$ cat src/hdl/cbts_pkg.sv
// Shared types, constants and helper functions for the CAN bit timing solver.
// Used by every module of the block; depends on nothing else.
`timescale 1ns / 1ps

package cbts_pkg;

	localparam int unsigned MAX_QUANTA_DEF    = 25;
	localparam int unsigned MIN_QUANTA_DEF    = 5;
	localparam int unsigned MAX_PRESCALER_DEF = 256;

	localparam int unsigned CLK_W     = 28;
	localparam int unsigned DIV_W     = 7;
	localparam int unsigned RATE_W    = 20;
	localparam int unsigned TOL_W     = 20;
	localparam int unsigned TQ_W      = 5;
	localparam int unsigned ACC_W     = 64;
	localparam int unsigned D_W       = 32;
	localparam int unsigned MUL_B_W   = 20;
	localparam int unsigned MUL_CNT_W = 5;
	localparam int unsigned DIV_CNT_W = 7;
	localparam int unsigned DR_W      = DIV_W + RATE_W;
	localparam int unsigned SPNUM_W   = 12;

	localparam logic [CLK_W-1:0]   CLK_RESET       = 28'd60000000;
	localparam logic [DIV_W-1:0]   DIV_RESET       = 7'd1;
	localparam logic [MUL_B_W-1:0] PPM_SCALE       = 20'd1000000;
	localparam logic [RATE_W-1:0]  TRIPLE_RATE_MAX = 20'd125000;
	localparam int unsigned        PSC_LIMIT       = 256;
	localparam logic [TQ_W-1:0]    SEG_LIMIT       = 5'd8;
	localparam logic [TQ_W-1:0]    RJW_LIMIT       = 5'd4;

	localparam logic [DIV_CNT_W-1:0] ITER_CLK = 7'd28;
	localparam logic [DIV_CNT_W-1:0] ITER_PPM = 7'd64;
	localparam logic [DIV_CNT_W-1:0] ITER_SP  = 7'd12;

	localparam int unsigned REG_CLOCK_FREQUENCY = 0;
	localparam int unsigned REG_CLOCK_DIVISOR   = 1;

	typedef enum logic [3:0] {
		OP_DR, OP_D0, OP_SRCH, OP_W, OP_LHS, OP_RHS, OP_WDV, OP_DVP, OP_DVPT,
		OP_ACT, OP_PPM, OP_SP
	} op_t;

	typedef enum logic [2:0] {
		ST_IDLE, ST_GO, ST_WAIT, ST_CHECK, ST_DONE
	} state_t;

	typedef struct packed {
		logic load_in;
		logic start;
		op_t  op;
		logic check;
		logic load_out;
	} cmd_t;

	typedef struct packed {
		logic done;
		logic stop;
	} status_t;

	function automatic logic is_div_op(input op_t op);
		logic r;
		case (op)
			OP_SRCH, OP_ACT, OP_PPM, OP_SP: r = 1'b1;
			default:                        r = 1'b0;
		endcase
		return r;
	endfunction

	function automatic op_t next_op(input op_t op);
		op_t r;
		unique case (op)
			OP_DR:   r = OP_D0;
			OP_D0:   r = OP_SRCH;
			OP_W:    r = OP_LHS;
			OP_LHS:  r = OP_RHS;
			OP_RHS:  r = OP_WDV;
			OP_WDV:  r = OP_DVP;
			OP_DVP:  r = OP_DVPT;
			OP_DVPT: r = OP_ACT;
			OP_ACT:  r = OP_PPM;
			OP_PPM:  r = OP_SP;
			default: r = OP_SP;
		endcase
		return r;
	endfunction

	// Floor of x / 7 for x up to 50, by multiplying with 37 / 256.
	function automatic logic [TQ_W-1:0] div7(input logic [5:0] x);
		logic [11:0] p;
		p = {6'b0, x} * 12'd37;
		return {2'b0, p[10:8]};
	endfunction

endpackage

$ cat src/hdl/can_bit_timing_solver.sv
// CAN bit timing solver.
// An input beat carries wished_rate (bit/s) and tolerance_ppm. The block searches
// quanta counts from MAX_QUANTA down to MIN_QUANTA for the prescaler with the least
// clock error and returns one result beat with prescaler, segment lengths, jump
// width, triple sampling, tolerance check, actual rate, ppm error, sample point and
// consistency flags. clock_frequency (address 0) and clock_divisor (address 4) are
// to be written over the APB port only while the block is idle; it does not enforce this.
// Each search step is one pass of the serial divider plus control, up to 21 steps; eight
// passes of the serial multiplier and three divider passes make up the rest. One item
// is worked on at a time.
// The next input beat is taken as soon as the sequencer is idle, even while the
// previous result still waits in the output register. A stalled result holds; the
// solver then waits after finishing until that beat has gone.
// Reset empties the block, clears out_valid and loads clock_frequency = 60 MHz and
// clock_divisor = 1.
// Depends on cbts_pkg, cbts_ctrl and cbts_datapath.
`timescale 1ns / 1ps

module can_bit_timing_solver
	import cbts_pkg::*;
#(
	parameter int unsigned MAX_QUANTA    = MAX_QUANTA_DEF,
	parameter int unsigned MIN_QUANTA    = MIN_QUANTA_DEF,
	parameter int unsigned MAX_PRESCALER = MAX_PRESCALER_DEF
) (
	input  logic              clk,
	input  logic              arst_n,
	input  logic              psel,
	input  logic              penable,
	input  logic              pwrite,
	input  logic [2:0]        paddr,
	input  logic [31:0]       pwdata,
	output logic [31:0]       prdata,
	output logic              pready,
	input  logic              in_valid,
	output logic              in_stall,
	input  logic [RATE_W-1:0] wished_rate,
	input  logic [TOL_W-1:0]  tolerance_ppm,
	output logic              out_valid,
	input  logic              out_stall,
	output logic [8:0]        prescaler,
	output logic [3:0]        prop_segment,
	output logic [3:0]        phase_one,
	output logic [3:0]        phase_two,
	output logic [2:0]        jump_width,
	output logic              triple_sample,
	output logic              within_tolerance,
	output logic [25:0]       actual_rate,
	output logic              exact_match,
	output logic [31:0]       ppm_error,
	output logic [6:0]        sample_point_pct,
	output logic [11:0]       consistency_flags
);

	logic [CLK_W-1:0] clock_frequency_q;
	logic [DIV_W-1:0] clock_divisor_q;
	logic             wr_en;
	cmd_t             cmd;
	status_t          status;

	assign pready = 1'b1;
	assign wr_en  = psel && penable && pwrite && pready;

	always_ff @(posedge clk or negedge arst_n) begin
		if (!arst_n) begin
			clock_frequency_q <= CLK_RESET;
			clock_divisor_q   <= DIV_RESET;
		end else if (wr_en) begin
			unique case (32'(paddr[2]))
				REG_CLOCK_FREQUENCY: clock_frequency_q <= pwdata[CLK_W-1:0];
				REG_CLOCK_DIVISOR:   clock_divisor_q   <= pwdata[DIV_W-1:0];
				default: ;
			endcase
		end
	end

	always_comb begin
		unique case (32'(paddr[2]))
			REG_CLOCK_FREQUENCY: prdata = 32'(clock_frequency_q);
			REG_CLOCK_DIVISOR:   prdata = 32'(clock_divisor_q);
			default:             prdata = '0;
		endcase
	end

	cbts_ctrl u_ctrl (
		.clk(clk), .arst_n(arst_n), .in_valid(in_valid), .in_stall(in_stall),
		.out_valid(out_valid), .out_stall(out_stall), .status(status), .cmd(cmd)
	);

	cbts_datapath #(
		.MAX_QUANTA(MAX_QUANTA), .MIN_QUANTA(MIN_QUANTA), .MAX_PRESCALER(MAX_PRESCALER)
	) u_dp (
		.clk(clk), .arst_n(arst_n),
		.clock_frequency(clock_frequency_q), .clock_divisor(clock_divisor_q),
		.wished_rate(wished_rate), .tolerance_ppm(tolerance_ppm),
		.cmd(cmd), .status(status),
		.prescaler(prescaler), .prop_segment(prop_segment), .phase_one(phase_one),
		.phase_two(phase_two), .jump_width(jump_width), .triple_sample(triple_sample),
		.within_tolerance(within_tolerance), .actual_rate(actual_rate),
		.exact_match(exact_match), .ppm_error(ppm_error),
		.sample_point_pct(sample_point_pct), .consistency_flags(consistency_flags)
	);

`ifndef NO_ASSERTIONS
	// Once a beat is taken the sequencer is busy and takes no further beat.
	a_busy_after_accept: assert property (@(posedge clk) disable iff (!arst_n)
		(in_valid && !in_stall) |=> in_stall)
		else $error("input taken again straight after an accepted beat");

	// The result register is only loaded when its previous beat has left.
	a_no_overwrite: assert property (@(posedge clk) disable iff (!arst_n)
		(out_valid && out_stall) |-> !cmd.load_out)
		else $error("pending result overwritten");

	// The jump width never exceeds the second phase segment.
	a_rjw_fits: assert property (@(posedge clk) disable iff (!arst_n)
		out_valid |-> ({1'b0, jump_width} <= phase_two) && !consistency_flags[11])
		else $error("jump width beyond phase segment 2");
`endif

endmodule

$ cat src/hdl/cbts_mul.sv
// Shift-and-add multiplier, one multiplier bit per cycle, product wraps at 64 bits.
// Depends on cbts_pkg.
`timescale 1ns / 1ps

module cbts_mul
	import cbts_pkg::*;
(
	input  logic               clk,
	input  logic               arst_n,
	input  logic               start,
	input  logic [ACC_W-1:0]   a,
	input  logic [MUL_B_W-1:0] b,
	output logic [ACC_W-1:0]   prod,
	output logic               done
);

	logic                 busy_q, done_q;
	logic [MUL_CNT_W-1:0] cnt_q;
	logic [ACC_W-1:0]     a_q, acc_q;
	logic [MUL_B_W-1:0]   b_q;

	always_ff @(posedge clk or negedge arst_n) begin
		if (!arst_n) begin
			busy_q <= 1'b0;
			done_q <= 1'b0;
			cnt_q  <= '0;
		end else begin
			done_q <= busy_q && (cnt_q == '0);
			if (start) begin
				busy_q <= 1'b1;
				cnt_q  <= MUL_CNT_W'(MUL_B_W - 1);
			end else if (busy_q) begin
				if (cnt_q == '0) busy_q <= 1'b0;
				cnt_q <= cnt_q - 1'b1;
			end
		end
	end

	always_ff @(posedge clk) begin
		if (start) begin
			a_q   <= a;
			b_q   <= b;
			acc_q <= '0;
		end else if (busy_q) begin
			if (b_q[0]) acc_q <= acc_q + a_q;
			a_q <= {a_q[ACC_W-2:0], 1'b0};
			b_q <= {1'b0, b_q[MUL_B_W-1:1]};
		end
	end

	assign prod = acc_q;
	assign done = done_q;

endmodule

$ cat src/hdl/cbts_div.sv
// Restoring divider, one quotient bit per cycle; the numerator arrives left-aligned.
// A zero divisor yields ones in every quotient bit computed. Depends on cbts_pkg.
`timescale 1ns / 1ps

module cbts_div
	import cbts_pkg::*;
(
	input  logic                 clk,
	input  logic                 arst_n,
	input  logic                 start,
	input  logic [ACC_W-1:0]     num,
	input  logic [ACC_W-1:0]     den,
	input  logic [DIV_CNT_W-1:0] iters,
	output logic [ACC_W-1:0]     quot,
	output logic [ACC_W-1:0]     rem,
	output logic                 done
);

	logic                 busy_q, done_q;
	logic [DIV_CNT_W-1:0] cnt_q;
	logic [ACC_W-1:0]     num_q, den_q, rem_q, quot_q;
	logic [ACC_W:0]       trial, diff;
	logic                 ge;

	assign trial = {rem_q, num_q[ACC_W-1]};
	assign diff  = trial - {1'b0, den_q};
	assign ge    = trial >= {1'b0, den_q};

	always_ff @(posedge clk or negedge arst_n) begin
		if (!arst_n) begin
			busy_q <= 1'b0;
			done_q <= 1'b0;
			cnt_q  <= '0;
		end else begin
			done_q <= busy_q && (cnt_q == '0);
			if (start) begin
				busy_q <= 1'b1;
				cnt_q  <= iters - 1'b1;
			end else if (busy_q) begin
				if (cnt_q == '0) busy_q <= 1'b0;
				cnt_q <= cnt_q - 1'b1;
			end
		end
	end

	always_ff @(posedge clk) begin
		if (start) begin
			num_q  <= num;
			den_q  <= den;
			rem_q  <= '0;
			quot_q <= '0;
		end else if (busy_q) begin
			num_q  <= {num_q[ACC_W-2:0], 1'b0};
			rem_q  <= ge ? diff[ACC_W-1:0] : trial[ACC_W-1:0];
			quot_q <= {quot_q[ACC_W-2:0], ge};
		end
	end

	assign quot = quot_q;
	assign rem  = rem_q;
	assign done = done_q;

endmodule

$ cat src/hdl/cbts_datapath.sv
// Datapath of the solver: operand registers, search bookkeeping, segment split and
// result register, around one shared multiplier and one shared divider.
// Depends on cbts_pkg, cbts_mul and cbts_div.
`timescale 1ns / 1ps

module cbts_datapath
	import cbts_pkg::*;
#(
	parameter int unsigned MAX_QUANTA    = MAX_QUANTA_DEF,
	parameter int unsigned MIN_QUANTA    = MIN_QUANTA_DEF,
	parameter int unsigned MAX_PRESCALER = MAX_PRESCALER_DEF
) (
	input  logic              clk,
	input  logic              arst_n,
	input  logic [CLK_W-1:0]  clock_frequency,
	input  logic [DIV_W-1:0]  clock_divisor,
	input  logic [RATE_W-1:0] wished_rate,
	input  logic [TOL_W-1:0]  tolerance_ppm,
	input  cmd_t              cmd,
	output status_t           status,
	output logic [8:0]        prescaler,
	output logic [3:0]        prop_segment,
	output logic [3:0]        phase_one,
	output logic [3:0]        phase_two,
	output logic [2:0]        jump_width,
	output logic              triple_sample,
	output logic              within_tolerance,
	output logic [25:0]       actual_rate,
	output logic              exact_match,
	output logic [31:0]       ppm_error,
	output logic [6:0]        sample_point_pct,
	output logic [11:0]       consistency_flags
);

	localparam int unsigned PW    = $clog2(MAX_PRESCALER + 1);
	localparam int unsigned DVPW  = DIV_W + PW;
	localparam int unsigned DVPTW = DVPW + TQ_W;

	op_t                 op_q;
	logic [RATE_W-1:0]   rate_q;
	logic [TOL_W-1:0]    tol_q;
	logic [DR_W-1:0]     dr_q;
	logic [D_W-1:0]      d_q, best_d_q, r_q;
	logic [TQ_W-1:0]     t_q, best_t_q;
	logic [PW-1:0]       best_p_q;
	logic [D_W:0]        best_e_q;
	logic                have_q;
	logic [CLK_W-1:0]    q_q;
	logic [ACC_W-1:0]    w_q, lhs_q, rhs_q, wdv_q;
	logic [DVPW-1:0]     dvp_q;
	logic [DVPTW-1:0]    dvpt_q;
	logic [25:0]         act_q;
	logic [31:0]         ppm_q;
	logic [6:0]          sp_q;

	logic                 mul_start, div_start, mul_done, div_done;
	logic [ACC_W-1:0]     mul_a, mul_prod, div_num, div_den, div_quot, div_rem;
	logic [MUL_B_W-1:0]   mul_b;
	logic [DIV_CNT_W-1:0] div_iters;
	logic [ACC_W-1:0]     clk_ext, diff;

	// Search candidates, floor first, then floor plus one.
	logic           q_gt, take1, take2, have1;
	logic [D_W:0]   e1, e2, eb1;
	logic [PW-1:0]  pb1;

	// Segment split of the chosen quanta count.
	logic [TQ_W-1:0]    ps2, rest, ps1, prop, rjw, sp_base;
	logic               trip;
	logic [SPNUM_W-1:0] sp_num;
	logic [11:0]        flags;

	assign clk_ext = ACC_W'(clock_frequency);
	assign diff    = (clk_ext > w_q) ? clk_ext - w_q : w_q - clk_ext;

	assign mul_start = cmd.start && !is_div_op(cmd.op);
	assign div_start = cmd.start && is_div_op(cmd.op);

	always_comb begin
		mul_a     = '0;
		mul_b     = '0;
		div_num   = {clock_frequency, {(ACC_W - CLK_W){1'b0}}};
		div_den   = ACC_W'(d_q);
		div_iters = ITER_CLK;
		case (cmd.op)
			OP_DR:   begin mul_a = ACC_W'(rate_q);   mul_b = MUL_B_W'(clock_divisor); end
			OP_D0:   begin mul_a = ACC_W'(dr_q);     mul_b = MUL_B_W'(MAX_QUANTA); end
			OP_W:    begin mul_a = ACC_W'(best_d_q); mul_b = MUL_B_W'(best_p_q); end
			OP_LHS:  begin mul_a = diff;             mul_b = PPM_SCALE; end
			OP_RHS:  begin mul_a = w_q;              mul_b = MUL_B_W'(tol_q); end
			OP_WDV:  begin mul_a = w_q;              mul_b = MUL_B_W'(clock_divisor); end
			OP_DVP:  begin mul_a = ACC_W'(clock_divisor); mul_b = MUL_B_W'(best_p_q); end
			OP_DVPT: begin mul_a = ACC_W'(dvp_q);    mul_b = MUL_B_W'(best_t_q); end
			OP_ACT:  div_den = ACC_W'(dvpt_q);
			OP_PPM:  begin
				div_num   = lhs_q;
				div_den   = wdv_q;
				div_iters = ITER_PPM;
			end
			OP_SP:   begin
				div_num   = {sp_num, {(ACC_W - SPNUM_W){1'b0}}};
				div_den   = ACC_W'(best_t_q);
				div_iters = ITER_SP;
			end
			default: ;
		endcase
	end

	cbts_mul u_mul (
		.clk(clk), .arst_n(arst_n), .start(mul_start), .a(mul_a), .b(mul_b),
		.prod(mul_prod), .done(mul_done)
	);

	cbts_div u_div (
		.clk(clk), .arst_n(arst_n), .start(div_start), .num(div_num), .den(div_den),
		.iters(div_iters), .quot(div_quot), .rem(div_rem), .done(div_done)
	);

	always_comb begin
		q_gt  = 32'(q_q) > 32'(MAX_PRESCALER);
		e1    = {1'b0, r_q};
		e2    = {1'b0, d_q - r_q};
		take1 = (q_q != '0) && (!have_q || e1 < best_e_q);
		have1 = have_q || take1;
		eb1   = take1 ? e1 : best_e_q;
		pb1   = take1 ? q_q[PW-1:0] : best_p_q;
		take2 = (32'(q_q) < 32'(MAX_PRESCALER)) && (!have1 || e2 < eb1);
	end

	assign status.done = mul_done || div_done;
	assign status.stop = q_gt || (t_q == TQ_W'(MIN_QUANTA));

	always_comb begin
		ps2     = 5'd1 + div7({best_t_q, 1'b0});
		rest    = best_t_q - ps2 - 5'd1;
		ps1     = {1'b0, rest[TQ_W-1:1]};
		prop    = rest - ps1;
		rjw     = (ps2 >= RJW_LIMIT) ? RJW_LIMIT : ps2;
		trip    = (rate_q <= TRIPLE_RATE_MAX) && (ps1 >= 5'd2);
		sp_base = 5'd1 + prop + ps1 - TQ_W'(trip);
		sp_num  = (SPNUM_W'(sp_base) << 6) + (SPNUM_W'(sp_base) << 5) +
			(SPNUM_W'(sp_base) << 2);
		flags     = '0;
		flags[0]  = best_p_q == '0;
		flags[1]  = (best_p_q != '0) && (32'(best_p_q) > 32'(PSC_LIMIT));
		flags[2]  = prop == '0;
		flags[3]  = (prop != '0) && (prop > SEG_LIMIT);
		flags[4]  = ps1 == '0;
		flags[5]  = (ps1 == 5'd1) && trip;
		flags[6]  = (ps1 > SEG_LIMIT);
		flags[7]  = ps2 == '0;
		flags[8]  = (ps2 != '0) && (ps2 > SEG_LIMIT);
		flags[9]  = rjw == '0;
		flags[10] = (rjw != '0) && (rjw > RJW_LIMIT);
		flags[11] = rjw > ps2;
	end

	always_ff @(posedge clk or negedge arst_n) begin
		if (!arst_n) begin
			have_q <= 1'b0;
			op_q   <= OP_DR;
		end else begin
			if (cmd.start) op_q <= cmd.op;
			if (cmd.load_in) have_q <= 1'b0;
			else if (cmd.check && !q_gt) have_q <= have1 || take2;
		end
	end

	always_ff @(posedge clk) begin
		if (cmd.load_in) begin
			rate_q   <= wished_rate;
			tol_q    <= tolerance_ppm;
			t_q      <= TQ_W'(MAX_QUANTA);
			best_t_q <= TQ_W'(MAX_QUANTA);
			best_p_q <= PW'(MAX_PRESCALER);
			best_e_q <= '0;
		end
		if (mul_done) begin
			case (op_q)
				OP_DR:   dr_q <= mul_prod[DR_W-1:0];
				OP_D0:   begin
					d_q      <= mul_prod[D_W-1:0];
					best_d_q <= mul_prod[D_W-1:0];
				end
				OP_W:    w_q    <= mul_prod;
				OP_LHS:  lhs_q  <= mul_prod;
				OP_RHS:  rhs_q  <= mul_prod;
				OP_WDV:  wdv_q  <= mul_prod;
				OP_DVP:  dvp_q  <= mul_prod[DVPW-1:0];
				OP_DVPT: dvpt_q <= mul_prod[DVPTW-1:0];
				default: ;
			endcase
		end
		if (div_done) begin
			case (op_q)
				OP_SRCH: begin
					q_q <= div_quot[CLK_W-1:0];
					r_q <= div_rem[D_W-1:0];
				end
				OP_ACT:  act_q <= div_quot[25:0];
				OP_PPM:  ppm_q <= div_quot[31:0];
				OP_SP:   sp_q  <= div_quot[6:0];
				default: ;
			endcase
		end
		if (cmd.check && !q_gt) begin
			if (take1 || take2) begin
				best_t_q <= t_q;
				best_d_q <= d_q;
			end
			if (take2) begin
				best_e_q <= e2;
				best_p_q <= q_q[PW-1:0] + 1'b1;
			end else begin
				best_e_q <= eb1;
				best_p_q <= pb1;
			end
			if (t_q != TQ_W'(MIN_QUANTA)) begin
				t_q <= t_q - 1'b1;
				d_q <= d_q - D_W'(dr_q);
			end
		end
		if (cmd.load_out) begin
			prescaler         <= 9'(best_p_q);
			prop_segment      <= prop[3:0];
			phase_one         <= ps1[3:0];
			phase_two         <= ps2[3:0];
			jump_width        <= rjw[2:0];
			triple_sample     <= trip;
			within_tolerance  <= lhs_q <= rhs_q;
			actual_rate       <= act_q;
			exact_match       <= clk_ext == w_q;
			ppm_error         <= ppm_q;
			sample_point_pct  <= sp_q;
			consistency_flags <= flags;
		end
	end

endmodule

$ cat src/hdl/cbts_ctrl.sv
// Controller of the solver: sequences the datapath operations and owns the
// input and output handshakes. Depends on cbts_pkg.
`timescale 1ns / 1ps

module cbts_ctrl
	import cbts_pkg::*;
(
	input  logic    clk,
	input  logic    arst_n,
	input  logic    in_valid,
	output logic    in_stall,
	output logic    out_valid,
	input  logic    out_stall,
	input  status_t status,
	output cmd_t    cmd
);

	state_t state_q, state_d;
	op_t    op_q, op_d;
	logic   out_valid_q, out_valid_d;

	always_ff @(posedge clk or negedge arst_n) begin
		if (!arst_n) begin
			state_q     <= ST_IDLE;
			op_q        <= OP_DR;
			out_valid_q <= 1'b0;
		end else begin
			state_q     <= state_d;
			op_q        <= op_d;
			out_valid_q <= out_valid_d;
		end
	end

	always_comb begin
		state_d     = state_q;
		op_d        = op_q;
		cmd         = '0;
		cmd.op      = op_q;
		in_stall    = 1'b1;
		out_valid_d = out_valid_q && out_stall;
		unique case (state_q)
			ST_IDLE: begin
				in_stall = 1'b0;
				if (in_valid) begin
					cmd.load_in = 1'b1;
					op_d        = OP_DR;
					state_d     = ST_GO;
				end
			end
			ST_GO: begin
				cmd.start = 1'b1;
				state_d   = ST_WAIT;
			end
			ST_WAIT: begin
				if (status.done) begin
					if (op_q == OP_SRCH) begin
						state_d = ST_CHECK;
					end else if (op_q == OP_SP) begin
						state_d = ST_DONE;
					end else begin
						op_d    = next_op(op_q);
						state_d = ST_GO;
					end
				end
			end
			ST_CHECK: begin
				cmd.check = 1'b1;
				op_d      = status.stop ? OP_W : OP_SRCH;
				state_d   = ST_GO;
			end
			ST_DONE: begin
				// The result register is reused only once the previous beat has gone.
				if (!out_valid_q || !out_stall) begin
					cmd.load_out = 1'b1;
					out_valid_d  = 1'b1;
					state_d      = ST_IDLE;
				end
			end
			default: state_d = ST_IDLE;
		endcase
	end

	assign out_valid = out_valid_q;

endmodule
$ cat config.mk
export PLATFORM = sky130hd
export DESIGN_NAME = can_bit_timing_solver
export DESIGN_NICKNAME = d
export VERILOG_FILES = /design/src/hdl/cbts_pkg.sv /design/src/hdl/can_bit_timing_solver.sv /design/src/hdl/cbts_mul.sv /design/src/hdl/cbts_div.sv /design/src/hdl/cbts_datapath.sv /design/src/hdl/cbts_ctrl.sv
export SDC_FILE = /design/constraint.sdc
export NUM_CORES = 2
export LEC_CHECK = 0
export ABC_CLOCK_PERIOD_IN_PS = 11200
export BUFFER_PORTS_ARGS = -buffer_cell sky130_fd_sc_hd__buf_2
export CAP_MARGIN = 5
export CORE_MARGIN = 4
export CORE_UTILIZATION = 55
export DETAILED_ROUTE_END_ITERATION = 12
export GPL_TIMING_DRIVEN = 0
export PLACE_DENSITY = 0.81
export REMOVE_ABC_BUFFERS = 1
export SKIP_CTS_REPAIR_TIMING = 1
export SLEW_MARGIN = 10
export SYNTH_ARGS = -nofsm -noshare
export SYNTH_HDL_FRONTEND = slang
export SYNTH_SLANG_ARGS = --single-unit
$ cat constraint.sdc
create_clock -name clk -period 11.2 [get_ports clk]
set_clock_uncertainty 0.1 [all_clocks]
set_input_delay 1.68 -clock clk [delete_from_list [all_inputs] [get_ports clk]]
set_output_delay 1.68 -clock clk [all_outputs]
set_load 0.005 [all_outputs]
==> results.tsv <==
metric	value	unit
outcome	complete, no violations	
# clock sinks	1141	
RSZ-0062 raised after global routing	no	
most frequent cell after synthesis	edfxtp_1	
ys flop type	edfxtp_1	
Slew @ Worst Pin	1.33	ns
drt initial violations	5423	
Worst Setup EP	u_dp.u_div.num_q[62]	
max-cap check violation count	0	
initial antenna violation count	3	
endpoints failing hold	0	
Yosys warning count	0	
R2R Path End	u_dp.u_div.num_q[62]	
register area	31600	sq um
fill count	8602	
n_diodes	0	
die span in x	341	microns
Synth Area per Inst	10.3	sq um
number of port buffers	209	
hold crit path type	flop to flop	
library cells used by synthesis	97	
CP startpoint	u_dp.best_t_q[4]	
IO Pins	221	
clock input transition at the sequential cells of the worst setup and hold paths	0.06	ns
leakage dissipation	28.6	nW
Clock Latency Late Sink	0.77	ns
synthesized flop and latch total	1141	
die height	341	microns
Congestion Overflow GR	0	
slowest stage delay, CP	1.02	ns
WP data required	11.59	ns
Layout Nets	6562	
largest net degree at the start of global routing	101	
RePlAce Congestion	1.00	
design area	68400	sq um
Tcrit/Tclk final	93.5	%
crit-path max FO	12	
global-route wire length before repair	270000	microns
share of layout cells above drive strength 1	10.1	%
ys async rst share	5.61	%
WL final	176000	microns
startpoint types	flop	
final setup violation count	0	
Worst setup EP type	flop	
CP most frequent cell	ha_1	
H-Tree Level Count	3	
HPWL Detailed	131000	microns
max-slew violations	0	
reg2reg start	u_dp.best_t_q[4]	
Slew headroom	10.6	%
Hold WS	0.319	ns
R2R Setup Slk	0.73	ns
register area share after synthesis	51.7	%
clock root cell	clkbuf_16	
GRT Util Overall	29.7	%
critical path class	flop to flop	
DRC	0	
fmax	95.5	MHz
slowest CP cell	nor4_1	
Core Footprint	111000	sq um
Pwr Density	301	nW/um^2
placed cell area	64500	sq um
Clock Tree Buf Depth	3	
vias	47700	
Mapped Area	61100	sq um
DRT Pass-1 Iters	7	
CTS Buf Count	114	
cells after synthesis	5916	
area of the multi-input gates	27200	sq um
TritonCTS clock tree	done	
Via density	6.24	
Area contributors post-synth	edfxtp_1, ha_1, dfxtp_1	
number of flops mapped to enable cells by yosys	843	
DIE AREA	117000	sq um
vias in the first global route	46200	
crit path time final	10.47	ns
Antenna Nets Post-Route	0	
Initial Util	55.3	%
Synth top cells by count	edfxtp_1, a21oi_1, nand2_1	
FP Rows	122	
drt wl/cell	23.1	microns
cell taking the most area after synthesis	edfxtp_1	
share of the synthesized area in the top cell type	41.4	%
area grow syn2layout	11.9	%
Peak VDD IR	1.57	mV
Worst R2R Path Depth	34	
Critical Path AT	10.86	ns
[kinds of logic (layout without fill, tap and decap cells)]
logic type      Yosys count  in the layout  synth area share, %
flops                  1141           1141                 51.7
compound gates         1669           1669                 17.4
buf+inv                 677            910                 4.33
simple gates           1658           1658                 12.5
other cells               2              8               0.0123
xor+xnor                234            234                 3.35
fa+ha+maj               427            427                 8.87
mux                     108            108                 1.87
[worst max-delay path: cells and delay by family, from the launching register on]
family                   cells  cell delay (ns)
AO/OA/AOI/OAI                9             1.82
XOR/XNOR                     7             1.95
adder cells (fa/ha/maj)     11             3.52
buffers and inverters        1             0.06
flip-flops                   1             0.86
multiplexers                 1             0.29
AND/OR/NAND/NOR              5             1.60
[stage by stage]
step	setup TNS, ns	worst slack (ns)	total power, W	utilization, %	std cells
2_1_floorplan	-321.70	-3.89	0.0136	-	5649
3_3_place_gp	-3510.80	-17.25	0.0160	57.0	7346
3_5_place_dp	0	0.807	0.0164	58.4	7425
4_1_cts	0	0.771	0.0204	61.9	7643
5_1_grt	0	0.0968	0.0219	61.9	7643
6_report	0	0.731	0.0206	61.9	7643
[flip-flops by register name, summed over array words and instances, names as in the netlist, 33 cells and up]
register,flops
u_dp.u_mul.prod,64
u_dp.u_mul.a_q,64
u_dp.best_e_q,33
u_dp.u_div.den_q,64
u_dp.w_q,64
u_dp.u_div.rem,64
u_dp.u_div.num_q,64
u_dp.lhs_q,64
u_dp.rhs_q,64
u_dp.wdv_q,64
[where the power goes]
group	total (W)	switching, W	internal (W)
clock	0.00395	0.00173	0.00222
sequential	0.00663	0.000933	0.00570
combinational	0.0100	0.00591	0.00410
[cell usage in the layout, fill, tap and decap left out, types with 131 or more instances in the layout]
cell type,count
a21o_1,198
a21oi_1,539
buf_2,211
dfxtp_1,234
edfxtp_1,843
ha_1,415
inv_1,401
nand2_1,534
nor2_1,488
o21ai_0,328
xnor2_1,131
[area by class of cell]
cell class	count	area share [%]
clock buffers	149	4.48
clock inverters	69	1.22
inverters	404	2.23
multi-input cells	4104	39.7
flip-flops and latches	1141	46.2
well taps	1488	2.72
repair buffers	288	3.47
[metal layers]
metal / up-vias / track usage [%] / share of wire [%]
met1: 22800 / 40.0 / 40
met2: 2489 / 46.5 / 45
li1: 22000 / - / -
met5: - / 0 / 0.0085
met4: 2 / 15.3 / 5.6
met3: 450 / 4.81 / 9.9
[worst min path at each step]
stage | start | endpoint | slack (ns) | cells after the start
after floorplan | u_dp.act_q[0] | u_dp.actual_rate[0] | 0.30 | 0
after global placement | u_dp.ppm_q[23] | u_dp.ppm_error[23] | 0.30 | 0
after detailed placement | u_dp.act_q[9] | u_dp.actual_rate[9] | 0.30 | 0
after CTS | u_dp.ppm_q[20] | u_dp.ppm_error[20] | 0.32 | 0
after global routing | u_dp.act_q[16] | u_dp.actual_rate[16] | 0.32 | 0
final | u_dp.ppm_q[19] | u_dp.ppm_error[19] | 0.32 | 0
Power figures use the tool's default switching activity.
